[config.mk]
export PLATFORM = sky130hd
export DESIGN_NAME = key_press_duration_classifier
export DESIGN_NICKNAME = d
export VERILOG_FILES = /design/src/hdl/kpdc_pkg.sv /design/src/hdl/kpdc_core.sv /design/src/hdl/key_press_duration_classifier.sv
export SDC_FILE = /design/constraint.sdc
export NUM_CORES = 1
export LEC_CHECK = 0
export ABC_AREA = 1
export BUFFER_PORTS_ARGS = -buffer_cell sky130_fd_sc_hd__buf_4
export CORE_MARGIN = 4
export CORE_UTILIZATION = 55
export CTS_CLUSTER_SIZE = 40
export DETAILED_ROUTE_END_ITERATION = 12
export PLACE_DENSITY = 0.77
export SYNTH_ARGS = -nofsm -noshare
export SYNTH_HDL_FRONTEND = slang
export SYNTH_SLANG_ARGS = --single-unit
[constraint.sdc]
create_clock -name i_clk -period 6.3 [get_ports i_clk]
set_clock_uncertainty 0.2 [all_clocks]
set_input_delay 0.315 -clock i_clk [delete_from_list [all_inputs] [get_ports i_clk]]
set_output_delay 0.315 -clock i_clk [all_outputs]
set_load 0.01 [all_outputs]
[src/hdl/kpdc_pkg.sv]
`timescale 1ns / 1ps
// ----------------------------------------------------------------------------
// kpdc_pkg: shared types and constants of the key press duration classifier
// Class codes, register indexes, reset values, stream packing and the
// structs that travel between the top level and the classifier core.
// ----------------------------------------------------------------------------
package kpdc_pkg;

    localparam int TimeW   = 32;
    localparam int ClassW  = 3;
    localparam int RepCntW = 16;
    localparam int LockW   = 10;
    localparam int CfgIdxW = 2;
    localparam int CfgW    = 32;

    // Stream packing, padded to whole bytes
    localparam int InDataW  = 40;
    localparam int OutDataW = 24;

    // Press classes
    localparam logic [ClassW-1:0] CLS_NONE      = 3'd0;
    localparam logic [ClassW-1:0] CLS_SHORT     = 3'd1;
    localparam logic [ClassW-1:0] CLS_LONG      = 3'd2;
    localparam logic [ClassW-1:0] CLS_KEEP_LONG = 3'd3;
    localparam logic [ClassW-1:0] CLS_REPEAT    = 3'd4;

    // Register indexes
    localparam logic [CfgIdxW-1:0] REG_LONG_LIMIT      = 2'd0;
    localparam logic [CfgIdxW-1:0] REG_KEEP_LONG_LIMIT = 2'd1;
    localparam logic [CfgIdxW-1:0] REG_REPEAT_INTERVAL = 2'd2;
    localparam logic [CfgIdxW-1:0] REG_LOCK_TICKS      = 2'd3;

    // Register reset values
    localparam logic [TimeW-1:0] LONG_LIMIT_RST      = 32'd1000;
    localparam logic [TimeW-1:0] KEEP_LONG_LIMIT_RST = 32'd5000;
    localparam logic [TimeW-1:0] REPEAT_INTERVAL_RST = 32'd200;
    localparam logic [LockW-1:0] LOCK_TICKS_RST      = 10'd300;

    typedef struct packed {
        logic [TimeW-1:0] long_limit;
        logic [TimeW-1:0] keep_long_limit;
        logic [TimeW-1:0] repeat_interval;
        logic [LockW-1:0] lock_ticks;
    } t_cfg;

    typedef struct packed {
        logic [ClassW-1:0]  press_class;
        logic [RepCntW-1:0] repeat_count;
        logic               key_down;
    } t_result;

endpackage

[src/hdl/kpdc_core.sv]
`timescale 1ns / 1ps
// ----------------------------------------------------------------------------
// kpdc_core: classifier state and single-step update
// Holds the press/repeat/lock state and computes one result per advanced item
// from the registered key level and time sample.
// ----------------------------------------------------------------------------
module kpdc_core (
    input  logic                          i_clk,
    input  logic                          i_rst_n,
    input  logic                          i_advance,
    input  logic                          i_key_level,
    input  logic [kpdc_pkg::TimeW-1:0]    i_now_time,
    input  kpdc_pkg::t_cfg                i_cfg,
    output kpdc_pkg::t_result             o_result
);

    logic                           r_prev_level,   n_prev_level;
    logic [kpdc_pkg::TimeW-1:0]     r_press_start,  n_press_start;
    logic [kpdc_pkg::TimeW-1:0]     r_repeat_start, n_repeat_start;
    logic [kpdc_pkg::ClassW-1:0]    r_class,        n_class;
    logic [kpdc_pkg::RepCntW-1:0]   r_rep_cnt,      n_rep_cnt;
    logic [kpdc_pkg::LockW-1:0]     r_lock_cnt,     n_lock_cnt;

    logic [kpdc_pkg::TimeW-1:0]     held_time;
    logic [kpdc_pkg::TimeW-1:0]     rep_time;
    logic [kpdc_pkg::ClassW-1:0]    mid_class;
    logic [kpdc_pkg::LockW-1:0]     mid_lock;
    logic [kpdc_pkg::LockW-1:0]     lock_inc;

    assign held_time = i_now_time - r_press_start;
    assign rep_time  = i_now_time - r_repeat_start;
    assign lock_inc  = mid_lock + kpdc_pkg::LockW'(1);

    always_comb begin
        n_press_start  = r_press_start;
        n_repeat_start = r_repeat_start;
        n_rep_cnt      = r_rep_cnt;
        mid_class      = r_class;
        mid_lock       = r_lock_cnt;

        if (!i_key_level) begin
            if (r_prev_level) begin
                n_press_start  = i_now_time;
                n_repeat_start = i_now_time;
                n_rep_cnt      = '0;
            end else if (held_time > i_cfg.keep_long_limit) begin
                // held past keep-long: no more repeats
            end else if (rep_time > i_cfg.repeat_interval) begin
                n_repeat_start = i_now_time;
                mid_class      = kpdc_pkg::CLS_REPEAT;
                n_rep_cnt      = r_rep_cnt + kpdc_pkg::RepCntW'(1);
            end
        end else if (!r_prev_level) begin
            if (held_time > i_cfg.keep_long_limit) begin
                mid_class = kpdc_pkg::CLS_KEEP_LONG;
            end else if (held_time > i_cfg.long_limit) begin
                mid_class = kpdc_pkg::CLS_LONG;
            end else begin
                mid_class = kpdc_pkg::CLS_SHORT;
            end
            mid_lock = '0;
        end

        n_prev_level = i_key_level;
        n_class      = mid_class;
        n_lock_cnt   = mid_lock;

        // count scan steps of a short or long class, release step included
        if (mid_class == kpdc_pkg::CLS_SHORT || mid_class == kpdc_pkg::CLS_LONG) begin
            if (lock_inc >= i_cfg.lock_ticks) begin
                n_class    = kpdc_pkg::CLS_NONE;
                n_lock_cnt = '0;
            end else begin
                n_lock_cnt = lock_inc;
            end
        end
    end

    always_ff @(posedge i_clk) begin
        if (!i_rst_n) begin
            r_prev_level   <= 1'b1;
            r_press_start  <= '0;
            r_repeat_start <= '0;
            r_class        <= kpdc_pkg::CLS_NONE;
            r_rep_cnt      <= '0;
            r_lock_cnt     <= '0;
        end else if (i_advance) begin
            r_prev_level   <= n_prev_level;
            r_press_start  <= n_press_start;
            r_repeat_start <= n_repeat_start;
            r_class        <= n_class;
            r_rep_cnt      <= n_rep_cnt;
            r_lock_cnt     <= n_lock_cnt;
        end
    end

    assign o_result.press_class  = n_class;
    assign o_result.repeat_count = n_rep_cnt;
    assign o_result.key_down     = ~i_key_level;

endmodule

[src/hdl/key_press_duration_classifier.sv]
`timescale 1ns / 1ps
// From input accept to result valid an item passes the input register, then the result register.
// Throughput: one item per cycle while the result stream is not stalled; the core updates its state once per item.
// While a finished result waits, the input register takes one more item, then the input stalls.
// Reset (synchronous, active low): both stages empty, key state released,
// configuration registers back to their defaults.
// ----------------------------------------------------------------------------
// key_press_duration_classifier: short/long/keep-long/repeat key classifier
// Samples an active-low key level with a time stamp per item and emits the
// current press class, repeat count and key-down flag for each item.
// ----------------------------------------------------------------------------
module key_press_duration_classifier (
    input  logic                            i_clk,
    input  logic                            i_rst_n,
    // configuration write port
    input  logic                            i_cfg_wr_en,
    input  logic [kpdc_pkg::CfgIdxW-1:0]    i_cfg_idx,
    input  logic [kpdc_pkg::CfgW-1:0]       i_cfg_wdata,
    // input stream
    input  logic                            s_axis_tvalid,
    output logic                            s_axis_tready,
    input  logic [kpdc_pkg::InDataW-1:0]    s_axis_tdata,  // [0] key_level, [32:1] now_time
    // result stream
    output logic                            m_axis_tvalid,
    input  logic                            m_axis_tready,
    output logic [kpdc_pkg::OutDataW-1:0]   m_axis_tdata   // [2:0] press_class,
                                                           // [18:3] repeat_count, [19] key_down
);

    kpdc_pkg::t_cfg     r_cfg;
    kpdc_pkg::t_result  core_result;
    kpdc_pkg::t_result  r_result;

    logic                           r_in_valid;
    logic                           r_in_level;
    logic [kpdc_pkg::TimeW-1:0]     r_in_time;
    logic                           r_out_valid;
    logic                           advance;
    logic                           in_accept;

    // configuration registers
    always_ff @(posedge i_clk) begin
        if (!i_rst_n) begin
            r_cfg.long_limit      <= kpdc_pkg::LONG_LIMIT_RST;
            r_cfg.keep_long_limit <= kpdc_pkg::KEEP_LONG_LIMIT_RST;
            r_cfg.repeat_interval <= kpdc_pkg::REPEAT_INTERVAL_RST;
            r_cfg.lock_ticks      <= kpdc_pkg::LOCK_TICKS_RST;
        end else if (i_cfg_wr_en) begin
            case (i_cfg_idx)
                kpdc_pkg::REG_LONG_LIMIT:      r_cfg.long_limit      <= i_cfg_wdata;
                kpdc_pkg::REG_KEEP_LONG_LIMIT: r_cfg.keep_long_limit <= i_cfg_wdata;
                kpdc_pkg::REG_REPEAT_INTERVAL: r_cfg.repeat_interval <= i_cfg_wdata;
                kpdc_pkg::REG_LOCK_TICKS:
                    r_cfg.lock_ticks <= i_cfg_wdata[kpdc_pkg::LockW-1:0];
                default: begin
                end
            endcase
        end
    end

    // advance the registered item into the result register when there is room
    assign advance       = r_in_valid && (!r_out_valid || m_axis_tready);
    assign s_axis_tready = !r_in_valid || advance;
    assign in_accept     = s_axis_tvalid && s_axis_tready;

    always_ff @(posedge i_clk) begin
        if (!i_rst_n) begin
            r_in_valid <= 1'b0;
        end else if (s_axis_tready) begin
            r_in_valid <= s_axis_tvalid;
        end
    end

    always_ff @(posedge i_clk) begin
        if (in_accept) begin
            r_in_level <= s_axis_tdata[0];
            r_in_time  <= s_axis_tdata[kpdc_pkg::TimeW:1];
        end
    end

    kpdc_core u_core (
        .i_clk       (i_clk),
        .i_rst_n     (i_rst_n),
        .i_advance   (advance),
        .i_key_level (r_in_level),
        .i_now_time  (r_in_time),
        .i_cfg       (r_cfg),
        .o_result    (core_result)
    );

    always_ff @(posedge i_clk) begin
        if (!i_rst_n) begin
            r_out_valid <= 1'b0;
        end else if (advance) begin
            r_out_valid <= 1'b1;
        end else if (m_axis_tready) begin
            r_out_valid <= 1'b0;
        end
    end

    always_ff @(posedge i_clk) begin
        if (advance) begin
            r_result <= core_result;
        end
    end

    assign m_axis_tvalid = r_out_valid;
    assign m_axis_tdata  = {4'b0000, r_result.key_down, r_result.repeat_count,
                            r_result.press_class};

endmodule

Word level (Yosys, flattened, before mapping). Index checks and enable logic that the tools add are counted.

Register bits: 255. Latch bits: 0. RAM bits: 0. Memory bits (read-only): 0. Memories: 0.

Add/sub/neg operators: 4. Multiply operators: 0. Div/mod/pow operators: 0. Magnitude comparators: 4. Equality and inequality tests: 6. Shift-type cells: 0. Multiplexer cells: 22. Bitwise operators: 1. Reduce and logical (&&, ||, !) cells: 16.

Operator list (count): $gt A32 B32 Y1 (3); $mux W32 (3); $mux W16 (4); $sub A32 B32 Y32 (2); $mux W10 (4); $mux W3 (8); $add A16 B1 Y16 const B (1); $add A10 B1 Y10 const B (1); $ge A10 B10 Y1 (1); $reduce_and A2 Y1 (4); $eq A2 B2 Y1 const B (2); $reduce_and A4 Y1 (1); $reduce_bool A2 Y1 (2); $eq A3 B1 Y1 const B (1); $eq A3 B2 Y1 const B (1); $logic_or A1 B1 Y1 (3); $reduce_and A3 Y1 (1); $eq A2 B1 Y1 const B (1); $logic_and A1 B1 Y1 (2); $logic_not A1 Y1 (2); $logic_not A2 Y1 (1); $mux W1 (2); $mux W2 (1); $ne A2 B1 Y1 const B (1); $not A1 Y1 (1).

Longest topological paths before layout. Gate-level depths: netlist (run 1).

Word-level depth: 9. Depth in mapped cells: 35. Mapped depth without buffers: 35.

Cells and area by module. From an unflattened synthesis (run 1), not the netlist that was laid out.

Cells, all modules: 2284. Area total of the unflattened synthesis: 16256.8 µm².

Modules (own cells, without submodules): kpdc_core (times used 1, cells an instance 1564, area each 10196.0 µm², seq. area each 1881.8 µm²); key_press_duration_classifier (times used 1, cells an instance 720, area each 6060.8 µm², seq. area each 3753.6 µm²).

Worst setup path before layout (run 1). No wires, ideal clock.

Path kind: register to register. From: register r_in_time[0] (netlist bit). To: register r_result, in the netlist m_axis_tdata[0], data pin. Arrival time: 4.149 ns. Data required time: 5.845 ns. Path slack: 1.696 ns. Stages on the path, launching flop included: 32. Buffers on the path: 1. Clock period less this slack: 4.604 ns. Cells stage by stage: edfxtp_1 inv_1 ha_1 inv_1 fa_1 nand3_1 nand3_1 nand2_1 o211ai_1 a21boi_1 inv_1 nand2_1 o211ai_1 a21oi_1 o21ai_1 a21oi_1 xor2_1 ha_1 nand2_1 nor2_2 nand2_1 nor4_4 nand4_2 nand2_4 nand3_2 nand2_2 nand2_4 nand2_2 nand3_4 buf_6 nor2_1 nor2_1.

RTL lines: start, declared (RTL line key_press_duration_classifier.sv:36) `logic [kpdc_pkg::TimeW-1:0] r_in_time;`; start signal, assigned (RTL line key_press_duration_classifier.sv:77) `r_in_time <= s_axis_tdata[kpdc_pkg::TimeW:1];`; end signal, assigned (RTL line key_press_duration_classifier.sv:103) `r_result <= core_result;`; end, declared (RTL line key_press_duration_classifier.sv:32) `kpdc_pkg::t_result r_result;`.

==> results of run 1 <==
## layout by cell type, fill, tap and decap left out, types with 4 or more instances in the layout
master / instances
clkinv_1: 8
nand2_2: 17
buf_4: 107
ha_1: 170
xor2_1: 48
clkinv_2: 5
o211ai_1: 19
inv_1: 288
nor3_2: 4
a21o_1: 7
nor3_1: 18
o21a_1: 7
o2111ai_1: 6
nand3_2: 11
dfxtp_1: 202
dlygate4sd3_1: 67
clkbuf_1: 5
conb_1: 4
nand3_1: 50
xnor2_1: 25
clkbuf_16: 30
nand4_1: 20
inv_2: 8
nor4_1: 6
edfxtp_1: 53
o21ai_0: 211
o21ai_1: 15
a21oi_2: 10
a31oi_1: 6
nor2_1: 103
nand2_4: 4
nand2_1: 283
a21oi_1: 296
## cells by family (layout without fill, tap and decap cells)
family / after synthesis / count (layout) / share of synthesized area
AOI/OAI and AO/OA: 598 / 598 / 0.208
other: 1 / 4 / 0.000242
and+or+nand+nor: 528 / 528 / 0.153
buffers and inverters: 371 / 529 / 0.0936
adders and majority gates: 172 / 172 / 0.140
DFF: 255 / 255 / 0.363
xor gates and xnor gates: 73 / 73 / 0.0412
## worst register-to-register path: cells and delay by family (launching register included)
kind	cells	cell delay, ps
compound gates	6	1400
xor+xnor	1	170
fa+ha+maj	3	850
buf+inv	3	380
flops	1	390
simple gates	15	2090
## final cells by class
cell class / count / area (um^2)
Timing Repair Buffer: 175 / 1490
Multi-Input combinational cell: 1375 / 8440
Clock buffer: 37 / 797
Tap cell: 378 / 473
Inverter: 301 / 1130
Fill cell: 2343 / 9670
Clock inverter: 16 / 140
Sequential cell: 255 / 5640
## metal layers
layer / GRT usage / up-vias
met5: 0 / -
met4: 0.0994 / 0
met3: 0.0364 / 111
met2: 0.428 / 432
met1: 0.311 / 6337
li1: - / 7010
## state kept, by name, indices dropped and copies added, names as in the netlist
| name | flops |
|---|---|
| r_in_level | 1 |
| u_core.r_rep_cnt | 16 |
| r_in_valid | 1 |
| u_core.r_prev_level | 1 |
| u_core.r_lock_cnt | 10 |
| m_axis_tdata | 20 |
| u_core.r_press_start | 32 |
| m_axis_tvalid | 1 |
| u_core.r_repeat_start | 32 |
| u_core.r_class | 3 |
| r_in_time | 32 |
| r_cfg | 106 |
## power groups by stage
| stage | Combinational (W) | Sequential (W) | Clock, W |
|---|---|---|---|
| finish | 0.00129 | 0.00181 | 0.00165 |
| global route | 0.00147 | 0.00182 | 0.00175 |
| CTS | 0.00128 | 0.00181 | 0.00168 |
| detailed placement | 0.00124 | 0.00184 | 0 |
| global placement | 0.00118 | 0.00184 | 0 |
| floorplan | 0.000917 | 0.00183 | 0 |
## Yosys cell counts (all sizes together), types with 4 or more instances
library cell | count | area share
edfxtp | 53 | 0.10
o21ai | 228 | 0.074
nor4 | 7 | 0.0038
a31oi | 8 | 0.0040
xor2 | 48 | 0.027
buf | 17 | 0.0077
inv | 297 | 0.072
a21oi | 307 | 0.10
xnor2 | 25 | 0.014
o2111ai | 6 | 0.0034
clkinv | 4 | 0.00097
nand4 | 21 | 0.0089
o211ai | 20 | 0.010
nor3 | 22 | 0.0084
o21a | 7 | 0.0034
clkbuf | 53 | 0.013
nand3 | 62 | 0.024
ha | 170 | 0.14
nor2 | 106 | 0.027
a21boi | 5 | 0.0024
dfxtp | 202 | 0.26
a21o | 7 | 0.0034
nand2 | 304 | 0.078
## worst min-delay path by stage
stage / start / end / slack [ps] / cells past startpoint
floorplan: s_axis_tdata[0] / r_in_level / 210 / 0
global placement: u_core.r_repeat_start[0] / u_core.r_repeat_start[0] / 240 / 2
detailed placement: u_core.r_repeat_start[0] / u_core.r_repeat_start[0] / 250 / 2
CTS: i_cfg_idx[0] / r_cfg[16] / 20 / 5
global route: i_cfg_idx[0] / r_cfg[13] / 50 / 5
finish: i_cfg_idx[0] / r_cfg[13] / 40 / 5
## metrics by stage
step	area, um^2	worst slack [ps]	hold WS, ps	std cells	utilization
2_1_floorplan	15500	1700	214	2001	-
3_3_place_gp	16500	590	241	2415	0.593
3_5_place_dp	16500	464	247	2415	0.593
4_1_cts	18100	445	22.6	2535	0.651
5_1_grt	18100	7.39	49.8	2537	0.652
6_report	18100	582	42.5	2537	0.652
## repair_timing
| action | CTS | global route |
|---|---|---|
| hold endpoints to repair | 142 | 0 |
| endpoints found under the setup margin | 0 | 14 |
| setup buffers | 0 | 2 |
| gates resized for setup | 0 | 1 |
| hold buffers | 67 | 0 |
==> results_dict.tcl, run 1 <==
set metrics [dict create \
    finalWirelength_mm 38.9 \
    synth_edf_count 53 \
    crit_arrival_ps 5810 \
    vias 13900 \
    min_path_type "in2reg" \
    worstMarginPinSlew_ps 1230 \
    fin_tns_setup_ps 0 \
    gp_congestion 0.937 \
    syn-mean-instance-area_um2 7.76 \
    dp_hpwl_mm 28.4 \
    grt_pass1_wl_mm 63.7 \
    area_growth_pct 16.8 \
    crit_path_frequent_cell "nand2_1" \
    dieArea_um2 30900 \
    cts.path.max_buffers 3 \
    drv_slew 0 \
    synth_async_sr_flop_share 0 \
    ys_seq_elements 255 \
    vdd_drop_max_uv 297 \
    combPwrFrac 0.272 \
    slowest_stage "fa_1" \
    route.met2.wl_mm 18.2 \
    ys_seq_area_frac 0.363 \
    grt_pass1_vias 13400 \
    cts_sinks 255 \
    post-route-drc-count 0 \
    rsz0062_at_grt "no" \
    fmax_mhz 175 \
    grt.total_usage 0.248 \
    root_buffer "clkbuf_16" \
    switchingPower_w 0.00152 \
    synth_cells 1998 \
    dr.pass1.iters 6 \
    worstRegToRegCells 28 \
    cp.required_ps 6390 \
    r2r_end "m_axis_tdata[1]" \
    critical_path.max_fanout 13 \
    routedWlPerCell_um 15.3 \
    crit_family "simple AND/OR/NAND/NOR gates" \
    path_buf_inv 3 \
    die_x_um 176 \
    end_kind "flip-flop" \
    syn_area_um2 15500 \
    crit_type "reg2reg" \
    total_power_w 0.00475 \
    met1_length_mm 16.9 \
    fin_crit_sh 0.908 \
    clk_latency_ps 540 \
    rows 61 \
    grt_start_max_net_pins 106 \
    start_kind "flip-flop" \
    r2r_start "r_in_time[0]" \
    dr.first_iter.drc_count 1112 \
    ant_nets 0 \
    power.density_nw_per_um2 262 \
    intPower_w 0.00324 \
    antenna_found_initial 0 \
    cts_tree "done" \
    clkTransAtPathRegs_ps 60 \
    clkPwrFrac 0.348 \
    leakagePower_nw 7.79 \
    sw_frac_of_total 0.319 \
    start_util 0.558 \
    max-cap-violations 0 \
    final-setup-viol-count 0 \
    setup.worst_path.end "m_axis_tdata[1]" \
    status "finished clean" \
    overflow 0 \
    period_needed_ps 5720 \
    numCtsBuffers 29 \
    crit_cells 28 \
    yosys_warnings 0 \
    hold_violations 0 \
    crit_start "r_in_time[0]" \
    antenna_cells 0 \
    io_buffers 93 \
    pin_count 105 \
    synth_top_flop_cell "dfxtp_1" \
    layout.nets 2388 \
    drive_gt1_frac 0.102 \
    reg2reg_setup_slack_ps 580 \
    coreArea_um2 27800 \
    yosysUniqueCellTypes 54 \
    slew_headroom 0.179 \
    pwr-share-seq 0.380 \
    cts_max_level 1 \
    routed_via_density 5.47 \
    slowest_delay_ps 400 \
    top_layer_used "met4" \
    fp.dieH_um 176 \
    met3WireLength_mm 2.19 \
]
(Power assumes the default switching activity.)
==> run 2, diff against run 1 <==
--- a/config.mk
+++ b/config.mk
@@ -11,7 +11,8 @@
 export CORE_UTILIZATION = 55
 export CTS_CLUSTER_SIZE = 40
 export DETAILED_ROUTE_END_ITERATION = 12
-export PLACE_DENSITY = 0.77
+export PLACE_DENSITY = 0.76
 export SYNTH_ARGS = -nofsm -noshare
 export SYNTH_HDL_FRONTEND = slang
+export SYNTH_HIERARCHICAL = 1
 export SYNTH_SLANG_ARGS = --single-unit
==> results_dict.tcl, run 2 <==
set metrics [dict create \
    fp.dieH_um 180 \
    clk_latency_ps 560 \
    max-cap-violations 0 \
    critical_path.max_fanout 12 \
    crit_arrival_ps 5960 \
    ant_nets 0 \
    vdd_drop_max_uv 260 \
    fin_crit_sh 0.929 \
    cts.path.max_buffers 3 \
    dr.first_iter.drc_count 931 \
    grt_pass1_wl_mm 67.5 \
    largest-register "r_cfg" \
    synth_cells 2284 \
    pin_count 105 \
    hold_violations 0 \
    yosysUniqueCellTypes 50 \
    root_buffer "clkbuf_16" \
    post-route-drc-count 0 \
    crit_cells 31 \
    syn-mean-instance-area_um2 7.12 \
    drive_gt1_frac 0.0784 \
    power.density_nw_per_um2 260 \
    fin_tns_setup_ps 0 \
    syn_area_um2 16300 \
    grt.total_usage 0.246 \
    crit_family "simple AND/OR/NAND/NOR gates" \
    rsz0062_at_grt "no" \
    cp.required_ps 6400 \
    crit_path_frequent_cell "nand2_1" \
    clkTransAtPathRegs_ps 60 \
    routed_via_density 5.24 \
    dr.pass1.iters 7 \
    pre_cts_ws_ps 458 \
    largest_register_ffs 106 \
    synth_edf_count 53 \
    vias 14800 \
    ys_top_cells_by_count "456 x nand2_1, 385 x inv_1, 247 x a21oi_1" \
    cts_sinks 255 \
    synth_async_sr_flop_share 0 \
    ys_seq_area_frac 0.347 \
    path_buf_inv 3 \
    mostFrequentLayoutCell "nand2_1" \
    overflow 0 \
    cts_tree "done" \
    period_needed_ps 5850 \
    worstMarginPinSlew_ps 1090 \
    worstRegToRegCells 31 \
    leakagePower_nw 8.91 \
    coreArea_um2 28900 \
    synth_top_area_cell "dfxtp_1" \
    fmax_mhz 171 \
    setup_slack_ps 446 \
    slowest_stage "edfxtp_1" \
    rows 62 \
    slew_headroom 0.272 \
    antenna_found_initial 0 \
    ys_seq_elements 255 \
    numCtsBuffers 29 \
    min_path_type "in2reg" \
    area_growth_pct 16.3 \
    antenna_cells 0 \
    drv_slew 0 \
    grt_pass1_vias 13900 \
    yosys.area.top_type_share 0.249 \
    layout_common_cells "455 x nand2_1, 385 x inv_1, 245 x a21oi_1" \
    die_x_um 180 \
    dieArea_um2 32400 \
    crit_type "reg2reg" \
    synth_area_leaders "dfxtp_1 25%, ha_1 13%, nand2_1 11%, edfxtp_1 9.8%, inv_1 8.9%" \
    start_util 0.562 \
    dp_hpwl_mm 29.9 \
    end_kind "flip-flop" \
    status "finished clean" \
    cts_max_level 1 \
    slowest_delay_ps 400 \
    io_buffers 93 \
    routedWlPerCell_um 14.7 \
    synth_top_flop_cell "dfxtp_1" \
    finalWirelength_mm 41.6 \
    yosysMostFrequentCell "nand2_1" \
    final-setup-viol-count 0 \
    start_kind "flip-flop" \
    holdPathStages 3 \
    layout.nets 2665 \
    yosys_warnings 6 \
    gp_congestion 0.927 \
    grt_start_max_net_pins 77 \
]
## run 2: changes by cell type after synthesis, sizes merged, moves of 3 or more
cell,change
clkinv,-3
clkbuf,-26
nor4,-5
a21oi,-56
nor3,-3
buf,+36
o211ai,-16
a21o,+5
nand2,+158
inv,+97
nor2,+141
nand3,+52
o21ai,-91
## run 2: repair_timing
action / CTS / global route
setup buffers: 0 / 0
hold buffers: 71 / 0
endpoints found under the setup margin: 0 / 11
hold endpoints to repair: 141 / 0
resized for setup: 0 / 1
## run 2: worst reg2reg max path: cells and delay by family (launching register included)
| family | cells | cell delay, ps |
|---|---|---|
| flops | 1 | 400 |
| fa+ha+maj | 3 | 870 |
| xor+xnor | 1 | 360 |
| simple gates | 17 | 2110 |
| buf+inv | 3 | 220 |
| compound gates | 7 | 1440 |
## run 2: path summary, 6_finish.rpt
| path | from | endpoint | slack [ps] |
|---|---|---|---|
| setup / recovery | r_in_time[0] | m_axis_tdata[0] | 450 |
| hold / removal | i_rst_n | r_cfg[29] | 130 |
| setup reg to reg | r_in_time[0] | m_axis_tdata[0] | 450 |
| hold reg to reg | u_core/r_repeat_start[7] | u_core/r_repeat_start[7] | 250 |
## run 2: cell type report
| class | count | area (um^2) |
|---|---|---|
| multi-input cells | 1557 | 8780 |
| inverters | 395 | 1480 |
| clock buffers | 39 | 825 |
| clock inverters | 15 | 189 |
| flip-flops and latches | 255 | 5640 |
| fillers | 2488 | 10000 |
| repair buffers | 176 | 1510 |
| well taps | 384 | 480 |
## run 2: kinds of logic (layout without fill, tap and decap cells)
kind of cell             Yosys count  in the layout  synth area share
flip-flops                       255            255             0.347
adder cells (fa/ha/maj)          172            172             0.133
AND/OR/NAND/NOR                  872            872             0.222
XOR/XNOR                          71             71            0.0383
AO/OA/AOI/OAI                    438            438             0.144
other                              1              4          0.000231
buffers and inverters            475            625             0.116
## run 2: stage by stage
step	utilization	instance area (um^2)	hold slack (ps)	cells	total power (W)
floorplan	-	16300	214	2287	0.00277
global placement	0.593	17200	242	2696	0.00306
detailed placement	0.593	17200	248	2696	0.00310
CTS	0.653	18900	97.9	2821	0.00494
global route	0.653	18900	140	2821	0.00520
finish	0.653	18900	127	2821	0.00491
## run 2: routing by layer
metal	part of all wire	GRT usage	up-vias
met5	0	0	-
met4	0.041	0.0896	0
met3	0.047	0.0313	93
met2	0.48	0.430	386
met1	0.44	0.313	6727
li1	-	-	7586
## run 2: power by group
part / total (W) / switching, W / internal [W]
Combinational: 0.00132 / 0.000810 / 0.000507
Clock: 0.00178 / 0.000698 / 0.00108
Sequential: 0.00182 / 0.0000555 / 0.00176
Total: 0.00491 / 0.00156 / 0.00335
==> run 3, diff against run 2 <==
--- a/config.mk
+++ b/config.mk
@@ -7,6 +7,7 @@
 export LEC_CHECK = 0
 export ABC_AREA = 1
 export BUFFER_PORTS_ARGS = -buffer_cell sky130_fd_sc_hd__buf_4
+export CAP_MARGIN = 20
 export CORE_MARGIN = 4
 export CORE_UTILIZATION = 55
 export CTS_CLUSTER_SIZE = 40
==> constraint.sdc (replaced) <==
create_clock -name i_clk -period 6.3 [get_ports i_clk]
set_clock_uncertainty 0.2 [all_clocks]
set_input_delay 0.945 -clock i_clk [delete_from_list [all_inputs] [get_ports i_clk]]
set_output_delay 0.945 -clock i_clk [all_outputs]
set_load 0.01 [all_outputs]
==> results_dict.tcl, run 3 (synthesis gave the netlist of run 2 again) <==
set metrics [dict create \
    grt_start_max_net_pins 80 \
    pin_count 105 \
    grt_pass1_wl_mm 66.0 \
    antenna_cells 0 \
    fp.dieH_um 180 \
    dr.first_iter.drc_count 962 \
    max-cap-violations 0 \
    end_kind "flip-flop" \
    worstMarginPinSlew_ps 1060 \
    cts_max_level 1 \
    layout.nets 2594 \
    start_kind "flip-flop" \
    largest_register_ffs 106 \
    dr.pass1.iters 6 \
    pre_cts_ws_ps 300 \
    area_growth_pct 11.1 \
    setup_slack_ps 416 \
    hold_violations 0 \
    crit_arrival_ps 5990 \
    clkTransAtPathRegs_ps 60 \
    rows 62 \
    crit_path_frequent_cell "nand2_1" \
    io_buffers 93 \
    final-setup-viol-count 0 \
    slew_headroom 0.289 \
    whs_ps 255 \
    gp_congestion 0.922 \
    rsz0062_at_grt "no" \
    routedWlPerCell_um 14.8 \
    overflow 0 \
    dp_hpwl_mm 30.4 \
    start_util 0.562 \
    period_needed_ps 5880 \
    layout_common_cells "455 x nand2_1, 385 x inv_1, 245 x a21oi_1" \
    dieArea_um2 32400 \
    drive_gt1_frac 0.0799 \
    vias 14500 \
    antenna_found_initial 0 \
    ant_nets 0 \
    grt_pass1_vias 13700 \
    multi_input_area_um2 8790 \
    grt.total_usage 0.241 \
    cp.required_ps 6400 \
    power.density_nw_per_um2 258 \
    slowest_delay_ps 480 \
    largest-register "r_cfg" \
    die_x_um 180 \
    finalWirelength_mm 40.6 \
    vdd_drop_max_uv 240 \
    reg2reg_setup_slack_ps 420 \
    cts_sinks 255 \
    mostFrequentLayoutCell "nand2_1" \
    routed_via_density 5.29 \
    leakagePower_nw 8.52 \
    post-route-drc-count 0 \
    fillers 2611 \
    total_power_w 0.00466 \
    crit_type "reg2reg" \
    path_buf_inv 0 \
    min_path_type "reg2reg" \
    crit_family "compound AO/OA/AOI/OAI gates" \
    status "finished clean" \
    numCtsBuffers 29 \
    drv_slew 0 \
    fin_util 0.624 \
    clk_latency_ps 550 \
    root_buffer "clkbuf_16" \
    coreArea_um2 28900 \
    cts.path.max_buffers 3 \
    fin_crit_sh 0.934 \
    fmax_mhz 170 \
    register_area_um2 5640 \
    cts_tree "done" \
    fin_tns_setup_ps 0 \
    slowest_stage "a21oi_1" \
    critical_path.max_fanout 12 \
]
[run 3: worst paths after layout]
kind                        startpoint                         to  cells after the start
max                       r_in_time[2]            m_axis_tdata[0]                     26
min          u_core/r_repeat_start[17]  u_core/r_repeat_start[17]                      2
max reg2reg               r_in_time[2]            m_axis_tdata[0]                     26
min reg2reg  u_core/r_repeat_start[17]  u_core/r_repeat_start[17]                      2
[run 3: final cells by class]
cell class                 count  share of cell area
clock buffer                  39              0.0434
clock inverter                15             0.00492
inverter                     395              0.0821
multi-input combinational   1557               0.487
sequential                   255               0.312
tap                          384              0.0266
timing repair buffer         105              0.0443
[run 3: worst register-to-register path: stages (launching register included)]
cell and delay [ps]:
edfxtp_1 440, ha_1 380, a21o_1 190, a31oi_1 310, o21bai_1 160, a21boi_1 250, o21bai_1 140, a21oi_1 480
o21ai_1 210, nand3_1 110, nand2_1 60, xor2_1 360, ha_1 330, a21oi_1 140, nor2_1 50, nor3_1 170
nand2_1 80, a21oi_1 200, nand2_1 100, nand2_2 210, nand3_2 130, nand2_1 100, nand2_2 100, nand2_2 230
nand3_2 280, nand2_1 170, nand2_1 70
[run 3: timing repair]
action | in CTS | in global routing
setup endpoints to repair | 0 | 30
buffers inserted | 0 | 0
gates resized for setup | 0 | 3
hold buffers | 0 | 0
[run 3: routing by layer]
layer	GRT usage	vias to the layer above	share of wire
met5	0	-	0
met4	0.0908	0	0.041
met3	0.0291	92	0.049
met2	0.424	370	0.48
met1	0.303	6645	0.43
li1	-	7440	-
[run 3: where the power goes]
part / switching (W) / leakage, nW / internal, W / total, W
Sequential: 0.0000548 / 2.17 / 0.00176 / 0.00182
Combinational: 0.000806 / 5.94 / 0.000481 / 0.00129
Clock: 0.000684 / 0.417 / 0.000872 / 0.00156
[run 3: stage by stage]
step,area [um^2],std cells
after floorplan,16300,2287
after global routing,18100,2750
after detailed placement,17200,2696
final,18100,2750
after CTS,18000,2750
after global placement,17200,2696
